## config.mk

```make
export PLATFORM = sky130hd
export DESIGN_NAME = switch_matrix_hold_control
export DESIGN_NICKNAME = d
export VERILOG_FILES = /design/src/rtl/smhc_pkg.sv /design/src/rtl/switch_matrix_hold_control.sv /design/src/rtl/smhc_front.sv /design/src/rtl/smhc_fifo.sv /design/src/rtl/smhc_back.sv
export SDC_FILE = /design/constraint.sdc
export NUM_CORES = 1
export LEC_CHECK = 0
export BUFFER_PORTS_ARGS = -buffer_cell sky130_fd_sc_hd__buf_2
export CAP_MARGIN = 15
export CELL_PAD_IN_SITES_DETAIL_PLACEMENT = 1
export CELL_PAD_IN_SITES_GLOBAL_PLACEMENT = 1
export CORE_ASPECT_RATIO = 0.75
export CORE_MARGIN = 2
export CORE_UTILIZATION = 49
export DETAILED_ROUTE_END_ITERATION = 7
export PLACE_DENSITY = 0.85
export SKIP_CTS_REPAIR_TIMING = 1
export SLEW_MARGIN = 20
export SYNTH_ARGS = -nofsm -noshare
export SYNTH_HDL_FRONTEND = slang
export SYNTH_SLANG_ARGS = --single-unit
export TNS_END_PERCENT = 20
```

## constraint.sdc

```tcl
create_clock -name i_clk -period 17.6 [get_ports i_clk]
set_input_delay 3.52 -clock i_clk [delete_from_list [all_inputs] [get_ports i_clk]]
set_output_delay 3.52 -clock i_clk [all_outputs]
set_load 0.05 [all_outputs]
```

## src/rtl/smhc_pkg.sv

```systemverilog
`default_nettype none
package smhc_pkg;

    localparam int CFG_W    = 5;
    localparam int CFG_IDXW = 1;
    localparam int DIM_MAX  = 16;

    localparam logic [CFG_IDXW-1:0] CFG_ROWS = 1'd0;
    localparam logic [CFG_IDXW-1:0] CFG_COLS = 1'd1;

    localparam logic [2:0] REQ_ALL     = 3'd0;
    localparam logic [2:0] REQ_ONE     = 3'd1;
    localparam logic [2:0] REQ_ROW     = 3'd2;
    localparam logic [2:0] REQ_ROW_MEM = 3'd3;
    localparam logic [2:0] REQ_COL     = 3'd4;
    localparam logic [2:0] REQ_COL_MEM = 3'd5;
    localparam logic [2:0] REQ_MASK    = 3'd6;
    localparam logic [2:0] REQ_READ    = 3'd7;

    localparam logic [1:0] SCOPE_ALL = 2'd0;
    localparam logic [1:0] SCOPE_ROW = 2'd1;
    localparam logic [1:0] SCOPE_COL = 2'd2;

    localparam logic [1:0] ST_DONE    = 2'd0;
    localparam logic [1:0] ST_REFUSED = 2'd1;
    localparam logic [1:0] ST_RANGE   = 2'd2;

    localparam logic [2:0] KIND_CMD_PLAIN = 3'd0;
    localparam logic [2:0] KIND_CMD_GRID  = 3'd1;
    localparam logic [2:0] KIND_CMD_MASK  = 3'd2;
    localparam logic [2:0] KIND_RD_ALL    = 3'd3;
    localparam logic [2:0] KIND_RD_LINE   = 3'd4;
    localparam logic [2:0] KIND_RD_BAD    = 3'd5;

    typedef struct packed {
        logic [2:0]  req_type;
        logic [2:0]  opcode;
        logic [7:0]  switch_index;
        logic [15:0] line_mask;
        logic [63:0] member_mask;
        logic [1:0]  read_scope;
        logic [3:0]  line_index;
    } t_in_item;

    typedef struct packed {
        logic [1:0]  status_code;
        logic [63:0] on_bits;
        logic [63:0] hold_bits;
        logic [6:0]  bit_total;
    } t_out_item;

    typedef struct packed {
        logic [2:0]  kind;
        logic [2:0]  op;
        logic        is_col;
        logic        use_member;
        logic [15:0] line_mask;
        logic [63:0] member_mask;
        logic [8:0]  start;
        logic [4:0]  step;
        logic [8:0]  limit;
        logic [4:0]  rows;
    } t_job;

endpackage
`default_nettype wire

```

## src/rtl/switch_matrix_hold_control.sv

```systemverilog
// Channel   Direction  Handshake                 Payload
// in        input      i_in_valid / o_in_ready   i_in_data  (t_in_item)
// out       output     o_out_valid / i_out_ready o_out_data (t_out_item)
// cfg       input      i_cfg_we                  i_cfg_index, i_cfg_data
//
// An accepted command enters a two-entry job queue and is carried out by a switch walker
// that visits one matrix position per cycle, save when a stalled output holds its last step:
// SWITCH_COUNT positions for all switches, one for a single switch, rows*columns for row or
// column commands, 64 for a switch mask, the line length for a line read and one for a full or invalid read.
// Reset clears all on and hold bits and sets both dimensions to 8.
// A stalled output transfer holds the walker on its last step while the queue keeps filling.
`default_nettype none
module switch_matrix_hold_control #(
    parameter int SWITCH_COUNT = 64
) (
    input  wire logic                          i_clk,
    input  wire logic                          i_rst_n,
    input  wire logic                          i_in_valid,
    output logic                               o_in_ready,
    input  wire smhc_pkg::t_in_item            i_in_data,
    output logic                               o_out_valid,
    input  wire logic                          i_out_ready,
    output smhc_pkg::t_out_item                o_out_data,
    input  wire logic                          i_cfg_we,
    input  wire logic [smhc_pkg::CFG_IDXW-1:0] i_cfg_index,
    input  wire logic [smhc_pkg::CFG_W-1:0]    i_cfg_data
);
    import smhc_pkg::*;

    t_job front_job;
    t_job queue_job;
    logic queue_full;
    logic queue_valid;
    logic queue_pop;

    assign o_in_ready = !queue_full;

    smhc_front #(
        .SWITCH_COUNT(SWITCH_COUNT)
    ) u_front (
        .i_clk      (i_clk),
        .i_rst_n    (i_rst_n),
        .i_cfg_we   (i_cfg_we),
        .i_cfg_index(i_cfg_index),
        .i_cfg_data (i_cfg_data),
        .i_item     (i_in_data),
        .o_job      (front_job)
    );

    smhc_fifo u_fifo (
        .i_clk  (i_clk),
        .i_rst_n(i_rst_n),
        .i_push (i_in_valid && !queue_full),
        .i_job  (front_job),
        .o_full (queue_full),
        .i_pop  (queue_pop),
        .o_valid(queue_valid),
        .o_job  (queue_job)
    );

    smhc_back #(
        .SWITCH_COUNT(SWITCH_COUNT)
    ) u_back (
        .i_clk      (i_clk),
        .i_rst_n    (i_rst_n),
        .i_job_valid(queue_valid),
        .i_job      (queue_job),
        .o_pop      (queue_pop),
        .o_out_valid(o_out_valid),
        .i_out_ready(i_out_ready),
        .o_out_data (o_out_data)
    );

endmodule
`default_nettype wire

```

## src/rtl/smhc_front.sv

```systemverilog
`default_nettype none
module smhc_front #(
    parameter int SWITCH_COUNT = 64
) (
    input  wire logic                          i_clk,
    input  wire logic                          i_rst_n,
    input  wire logic                          i_cfg_we,
    input  wire logic [smhc_pkg::CFG_IDXW-1:0] i_cfg_index,
    input  wire logic [smhc_pkg::CFG_W-1:0]    i_cfg_data,
    input  wire smhc_pkg::t_in_item            i_item,
    output smhc_pkg::t_job                     o_job
);
    import smhc_pkg::*;

    logic [CFG_W-1:0] r_rows;
    logic [CFG_W-1:0] r_cols;
    logic [CFG_W-1:0] eff_r;
    logic [CFG_W-1:0] eff_c;
    logic [8:0]       grid_size;
    logic [8:0]       col_base;

    always_ff @(posedge i_clk) begin
        if (!i_rst_n) begin
            r_rows <= CFG_W'(8);
            r_cols <= CFG_W'(8);
        end else if (i_cfg_we) begin
            unique case (i_cfg_index)
                CFG_ROWS: r_rows <= i_cfg_data;
                CFG_COLS: r_cols <= i_cfg_data;
                default:  ;
            endcase
        end
    end

    always_comb begin
        eff_r = (r_rows == '0) ? CFG_W'(1) : (r_rows > CFG_W'(DIM_MAX)) ? CFG_W'(DIM_MAX) : r_rows;
        eff_c = (r_cols == '0) ? CFG_W'(1) : (r_cols > CFG_W'(DIM_MAX)) ? CFG_W'(DIM_MAX) : r_cols;
        grid_size = 9'(eff_r) * 9'(eff_c);
        col_base  = 9'({5'd0, i_item.line_index} * {4'd0, eff_r});
    end

    always_comb begin
        o_job             = '0;
        o_job.kind        = KIND_CMD_PLAIN;
        o_job.op          = i_item.opcode;
        o_job.line_mask   = i_item.line_mask;
        o_job.member_mask = i_item.member_mask;
        o_job.step        = 5'd1;
        o_job.limit       = 9'd1;
        o_job.rows        = eff_r;
        unique case (i_item.req_type)
            REQ_ALL: begin
                o_job.limit = 9'(SWITCH_COUNT);
            end
            REQ_ONE: begin
                o_job.start = {1'b0, i_item.switch_index};
            end
            REQ_ROW, REQ_ROW_MEM: begin
                o_job.kind       = KIND_CMD_GRID;
                o_job.limit      = grid_size;
                o_job.use_member = (i_item.req_type == REQ_ROW_MEM);
            end
            REQ_COL, REQ_COL_MEM: begin
                o_job.kind       = KIND_CMD_GRID;
                o_job.limit      = grid_size;
                o_job.is_col     = 1'b1;
                o_job.use_member = (i_item.req_type == REQ_COL_MEM);
            end
            REQ_MASK: begin
                o_job.kind  = KIND_CMD_MASK;
                o_job.limit = 9'd64;
            end
            REQ_READ: begin
                if (i_item.read_scope == SCOPE_ALL) begin
                    o_job.kind = KIND_RD_ALL;
                end else if (i_item.read_scope == SCOPE_ROW
                             && {1'b0, i_item.line_index} < eff_r) begin
                    o_job.kind  = KIND_RD_LINE;
                    o_job.start = {5'd0, i_item.line_index};
                    o_job.step  = eff_r;
                    o_job.limit = {4'd0, eff_c};
                end else if (i_item.read_scope == SCOPE_COL
                             && {1'b0, i_item.line_index} < eff_c) begin
                    o_job.kind  = KIND_RD_LINE;
                    o_job.start = col_base;
                    o_job.limit = {4'd0, eff_r};
                end else begin
                    o_job.kind = KIND_RD_BAD;
                end
            end
            default: ;
        endcase
    end

endmodule
`default_nettype wire

```

## src/rtl/smhc_fifo.sv

```systemverilog
`default_nettype none
module smhc_fifo (
    input  wire logic           i_clk,
    input  wire logic           i_rst_n,
    input  wire logic           i_push,
    input  wire smhc_pkg::t_job i_job,
    output logic                o_full,
    input  wire logic           i_pop,
    output logic                o_valid,
    output smhc_pkg::t_job      o_job
);
    import smhc_pkg::*;

    t_job       r_mem [2];
    logic       r_wr_ptr;
    logic       r_rd_ptr;
    logic [1:0] r_count;

    assign o_full  = (r_count == 2'd2);
    assign o_valid = (r_count != 2'd0);
    assign o_job   = r_mem[r_rd_ptr];

    always_ff @(posedge i_clk) begin
        if (i_push) begin
            r_mem[r_wr_ptr] <= i_job;
        end
    end

    always_ff @(posedge i_clk) begin
        if (!i_rst_n) begin
            r_wr_ptr <= 1'b0;
            r_rd_ptr <= 1'b0;
            r_count  <= 2'd0;
        end else begin
            if (i_push) begin
                r_wr_ptr <= ~r_wr_ptr;
            end
            if (i_pop) begin
                r_rd_ptr <= ~r_rd_ptr;
            end
            r_count <= r_count + 2'(i_push) - 2'(i_pop);
        end
    end

endmodule
`default_nettype wire

```

## src/rtl/smhc_back.sv

```systemverilog
`default_nettype none
module smhc_back #(
    parameter int SWITCH_COUNT = 64
) (
    input  wire logic           i_clk,
    input  wire logic           i_rst_n,
    input  wire logic           i_job_valid,
    input  wire smhc_pkg::t_job i_job,
    output logic                o_pop,
    output logic                o_out_valid,
    input  wire logic           i_out_ready,
    output smhc_pkg::t_out_item o_out_data
);
    import smhc_pkg::*;

    localparam int IW = (SWITCH_COUNT > 1) ? $clog2(SWITCH_COUNT) : 1;

    logic [SWITCH_COUNT-1:0] r_on;
    logic [SWITCH_COUNT-1:0] r_hold;
    logic                    r_busy;
    t_job                    r_job;
    logic [8:0]              r_s;
    logic [8:0]              r_n;
    logic [3:0]              r_r;
    logic [3:0]              r_c;
    logic                    r_range;
    logic                    r_refused;
    logic [63:0]             r_onb;
    logic [63:0]             r_hb;
    logic                    r_out_valid;
    t_out_item               r_out;

    logic          sw_ok;
    logic [IW-1:0] idx;
    logic          held;
    logic          sel;
    logic          is_cmd;
    logic          hit;
    logic          refuse;
    logic          do_write;
    logic          n_range;
    logic          n_refused;
    logic [63:0]   n_onb;
    logic [63:0]   n_hb;
    logic          last;
    logic          out_free;
    logic          step_en;
    logic          col_wrap;
    t_out_item     n_out;

    assign o_out_valid = r_out_valid;
    assign o_out_data  = r_out;
    assign out_free    = !r_out_valid || i_out_ready;
    assign o_pop       = !r_busy && i_job_valid;
    assign last        = (9'(r_n + 9'd1) == r_job.limit);
    assign step_en     = r_busy && (!last || out_free);

    always_comb begin
        sw_ok  = (r_s < 9'(SWITCH_COUNT));
        idx    = r_s[IW-1:0];
        held   = sw_ok && r_hold[idx];
        is_cmd = (r_job.kind == KIND_CMD_PLAIN) || (r_job.kind == KIND_CMD_GRID)
                 || (r_job.kind == KIND_CMD_MASK);
        unique case (r_job.kind)
            KIND_CMD_PLAIN: sel = 1'b1;
            KIND_CMD_GRID: begin
                if (r_job.is_col) begin
                    sel = r_job.line_mask[r_c]
                          && (!r_job.use_member || r_job.member_mask[{2'd0, r_r}]);
                end else begin
                    sel = r_job.line_mask[r_r]
                          && (!r_job.use_member || r_job.member_mask[{2'd0, r_c}]);
                end
            end
            KIND_CMD_MASK: sel = r_job.member_mask[r_s[5:0]];
            default:       sel = 1'b0;
        endcase
        hit = is_cmd && sel && sw_ok;
        priority if (r_job.op[2:1] == 2'b11) begin
            refuse = 1'b0;
        end else if (r_job.op[2]) begin
            refuse = hit && !held;
        end else begin
            refuse = hit && held;
        end
        do_write  = hit && !refuse;
        n_range   = r_range || (is_cmd && sel && !sw_ok)
                    || (r_job.kind == KIND_RD_LINE && !sw_ok)
                    || (r_job.kind == KIND_RD_BAD);
        n_refused = r_refused || refuse;
        n_onb     = r_onb;
        n_hb      = r_hb;
        if (r_job.kind == KIND_RD_LINE && sw_ok) begin
            n_onb[r_n[5:0]] = r_on[idx];
            n_hb[r_n[5:0]]  = r_hold[idx];
        end
        col_wrap = ({1'b0, r_r} + 5'd1 == r_job.rows);
    end

    always_comb begin
        n_out             = '0;
        n_out.status_code = n_range ? ST_RANGE : (n_refused ? ST_REFUSED : ST_DONE);
        unique case (r_job.kind)
            KIND_RD_ALL: begin
                n_out.on_bits   = 64'(r_on);
                n_out.hold_bits = 64'(r_hold);
                n_out.bit_total = 7'(SWITCH_COUNT);
            end
            KIND_RD_LINE: begin
                n_out.on_bits   = n_onb;
                n_out.hold_bits = n_hb;
                n_out.bit_total = r_job.limit[6:0];
            end
            default: ;
        endcase
    end

    always_ff @(posedge i_clk) begin
        if (o_pop) begin
            r_job <= i_job;
            r_s   <= i_job.start;
            r_n   <= 9'd0;
            r_r   <= 4'd0;
            r_c   <= 4'd0;
            r_onb <= '0;
            r_hb  <= '0;
        end else if (step_en) begin
            r_s   <= r_s + {4'd0, r_job.step};
            r_n   <= r_n + 9'd1;
            r_onb <= n_onb;
            r_hb  <= n_hb;
            if (col_wrap) begin
                r_r <= 4'd0;
                r_c <= r_c + 4'd1;
            end else begin
                r_r <= r_r + 4'd1;
            end
        end
        if (step_en && last) begin
            r_out <= n_out;
        end
    end

    always_ff @(posedge i_clk) begin
        if (!i_rst_n) begin
            r_on        <= '0;
            r_hold      <= '0;
            r_busy      <= 1'b0;
            r_range     <= 1'b0;
            r_refused   <= 1'b0;
            r_out_valid <= 1'b0;
        end else begin
            if (o_pop) begin
                r_busy    <= 1'b1;
                r_range   <= 1'b0;
                r_refused <= 1'b0;
            end else if (step_en) begin
                r_range   <= n_range;
                r_refused <= n_refused;
                if (do_write) begin
                    r_on[idx]   <= r_job.op[0];
                    r_hold[idx] <= !r_job.op[2] && r_job.op[1];
                end
                if (last) begin
                    r_busy <= 1'b0;
                end
            end
            if (step_en && last) begin
                r_out_valid <= 1'b1;
            end else if (i_out_ready) begin
                r_out_valid <= 1'b0;
            end
        end
    end

endmodule
`default_nettype wire

```

==> metrics.yaml <==
ys_seq_area_frac: 0.577
crit_chain: "buf_2 > ha_1 > fa_1 > inv_1 > fa_1 > inv_1 > ha_1 > nor2b_1 > o21ai_0 > nand2b_1 > a21o_1 > a21oi_1 > xor2_1 > nor3_1"
power_leakage_nw: 13.7
clk_pin_slew_ns: 0.06
viasPerCell: 6.21
place_area_mm2: 0.0374
cp_slowest_cell: "fa_1"
yosysWarnings: 0
core-area_mm2: 0.0716
numPlacedInstances: 4041
synth_flop_cell: "edfxtp_1"
globalRoute.busiestLayer: "met2"
outcome: "complete, no violations"
fillers: 7348
fmax_mhz: 164
grt_pass1_wl_um: 170000
slew_viol_final: 0
clock_latency_ns: 0.65
synth.distinct_cells: 74
async_reset_ff_frac: 0
ios: 250
holdCritPathClass: "register to register"
rows: 85
setup_tns_ns: 0
synth_edf_count: 485
end_kind: "register"
power_mw: 5.61
fin_skew_ns: 0.0339
syn_area_mm2: 0.0353
crit_type: "primary input to register"
cts_buffers: 79
gr-usage-met3: 0.0516
grt_max_degree: 94
cp_data_arrival_time_ns: 6.44
crit_required_ns: 17.93
drive_gt1_frac: 0.206
cp_max_fo: 8
synth_seq_cells: 777
grt_util_met1: 0.408
fin_area_mm2: 0.0400
cpPeakStageDelay_ns: 0.54
start_kind: "primary input"
cts-root-buf: "clkbuf_16"
period_share: 0.347
cap_violations: 0
avgSynthCellArea_um2: 11.8
fin_cells: 4191
rsz0062_at_grt: "false"
grt-ovfl-total: 0
hpwl_um: 72400
htreeDepth: 3
synth_top_area_cell: "edfxtp_1"
cts_tree: "done"
synthTopCellsByArea: "edfxtp_1 41%, dfxtp_1 17%, mux2i_1 8.4%"
syn_nets: 3174
grt_pass1_vias: 27498
synth_cells: 2997
drt_iter0_drc: 2558
grt_usage: 0.298
clockBufferDepth: 3
dieArea_mm2: 0.0743
place_congestion: 0.878
met2_usage: 0.481
setup_viol: 0
vias: 26039
die_h_um: 237
nets: 3342
wire_per_inst_um: 26.8
tightest_slew_ns: 1.20
antenna_left: 0
antenna_found_initial: 7
ir_worst_vdd_mv: 0.104
synth_top_cell_area_share: 0.412
syn_to_final_growth_pct: 13.2
drt_wl_total_um: 112000
drt_pass1_iterations: 5
hold_viol_final: 0
clock-sinks: 777
remaining_drc_errors: 0
slew_headroom: 0.194
fin_crit_ns: 6.11
powerDensity_mw_per_mm2: 140
numPortBuffers: 249
start_util: 0.494
die_w_um: 314
==> state kept, by name, summed over array words and instances, names as in the netlist, named ones only <==
register / flops
u_back.r_job: 107
u_back.o_out_data: 137
u_back.r_range: 1
u_back.r_s: 9
u_fifo.r_rd_ptr: 1
u_back.r_c: 4
u_fifo.r_mem: 232
u_back.r_on: 64
u_front.r_cols: 5
u_back.r_onb: 64
u_back.r_hb: 64
u_back.o_out_valid: 1
u_fifo.r_count: 2
u_front.r_rows: 5
u_back.r_refused: 1
u_fifo.r_wr_ptr: 1
u_back.r_hold: 64
u_back.r_r: 4
u_back.r_n: 9
u_back.r_busy: 1
==> area by class of cell <==
type	count	area, um2	share of cell area
clock buffers	110	2220	0.0555
multi-input cells	1959	14000	0.349
inverters	50	193	0.00482
flip-flops and latches	777	20400	0.510
well taps	957	1200	0.0299
diodes	2	5.00	0.000125
clock inverters	38	379	0.00948
repair buffers	298	1620	0.0405
==> placed cells by master (no fill, tap or decap), drive strengths merged, types with 28 or more instances in the layout <==
master,n
mux2,120
mux4,30
a311oi,29
ha,51
buf,298
a21oi,103
o21ai,284
and2,31
clkbuf,110
dfxtp,292
nor3,79
clkinv,28
a211oi,37
a22o,37
inv,55
nor2,173
edfxtp,485
mux2i,296
nand2,389
==> cells by family after synthesis <==
logic type	Yosys count	share of synthesized area
buffers and inverters	261	0.0300
and+or+nand+nor	808	0.110
adders and majority gates	66	0.0266
muxes	446	0.141
DFF	777	0.577
AOI/OAI and AO/OA	599	0.104
xor gates and xnor gates	40	0.00991
==> power by group <==
group          internal (mW)  switching [mW]  total (mW)  leakage, nW
sequential              2.19           0.156        2.35         6.69
combinational          0.439            1.11        1.55         5.70
clock                  0.966           0.738        1.70         1.29
==> Yosys cell counts, types with 20 or more instances <==
cell type  number
a211oi_1       37
a21oi_1       103
a22o_1         37
a311oi_1       29
and2_1         30
and3_1         20
buf_2          34
clkbuf_1      155
dfxtp_1       292
edfxtp_1      485
ha_1           51
inv_1          49
mux2_2        119
mux2i_1       296
mux4_2         30
nand2_1       389
nand3_1        27
nor2_1        172
nor2b_1        27
nor3_2         59
o21ai_0       279
xnor2_1        26
==> through the flow <==
step | hold slack, ns | util | setup WS [ns]
after detailed placement | 0.454 | 0.522 | 10.83
after global placement | 0.454 | 0.522 | 10.86
after global routing | 0.492 | 0.559 | 11.38
final | 0.478 | 0.559 | 11.49
after CTS | 0.478 | 0.559 | 11.49
after floorplan | 0.442 | - | 3.48
==> worst paths after layout <==
kind / start / to / slack (ns) / cells past startpoint
max: i_in_data[2] / u_fifo.r_mem[1][27] / 11.49 / 14
min: u_back.r_onb[38] / u_back.r_onb[38] / 0.48 / 1
max reg2reg: u_back.r_n[0] / u_back.r_onb[62] / 12.34 / 12
min reg2reg: u_back.r_onb[38] / u_back.r_onb[38] / 0.48 / 1
==> layer usage <==
layer,vias to the layer above,wire (um)
met1,13246,46800
li1,11315,-
met5,-,44
met4,6,3510
met2,1236,53000
met3,236,8900
==> worst max-delay path, delay by kind of cell <==
family	cells	cell delay, ns
adder cells (fa/ha/maj)	4	1.63
AO/OA/AOI/OAI	3	0.50
AND/OR/NAND/NOR	3	0.34
XOR/XNOR	1	0.19
buffers and inverters	3	0.25
(Power assumes the default switching activity.)
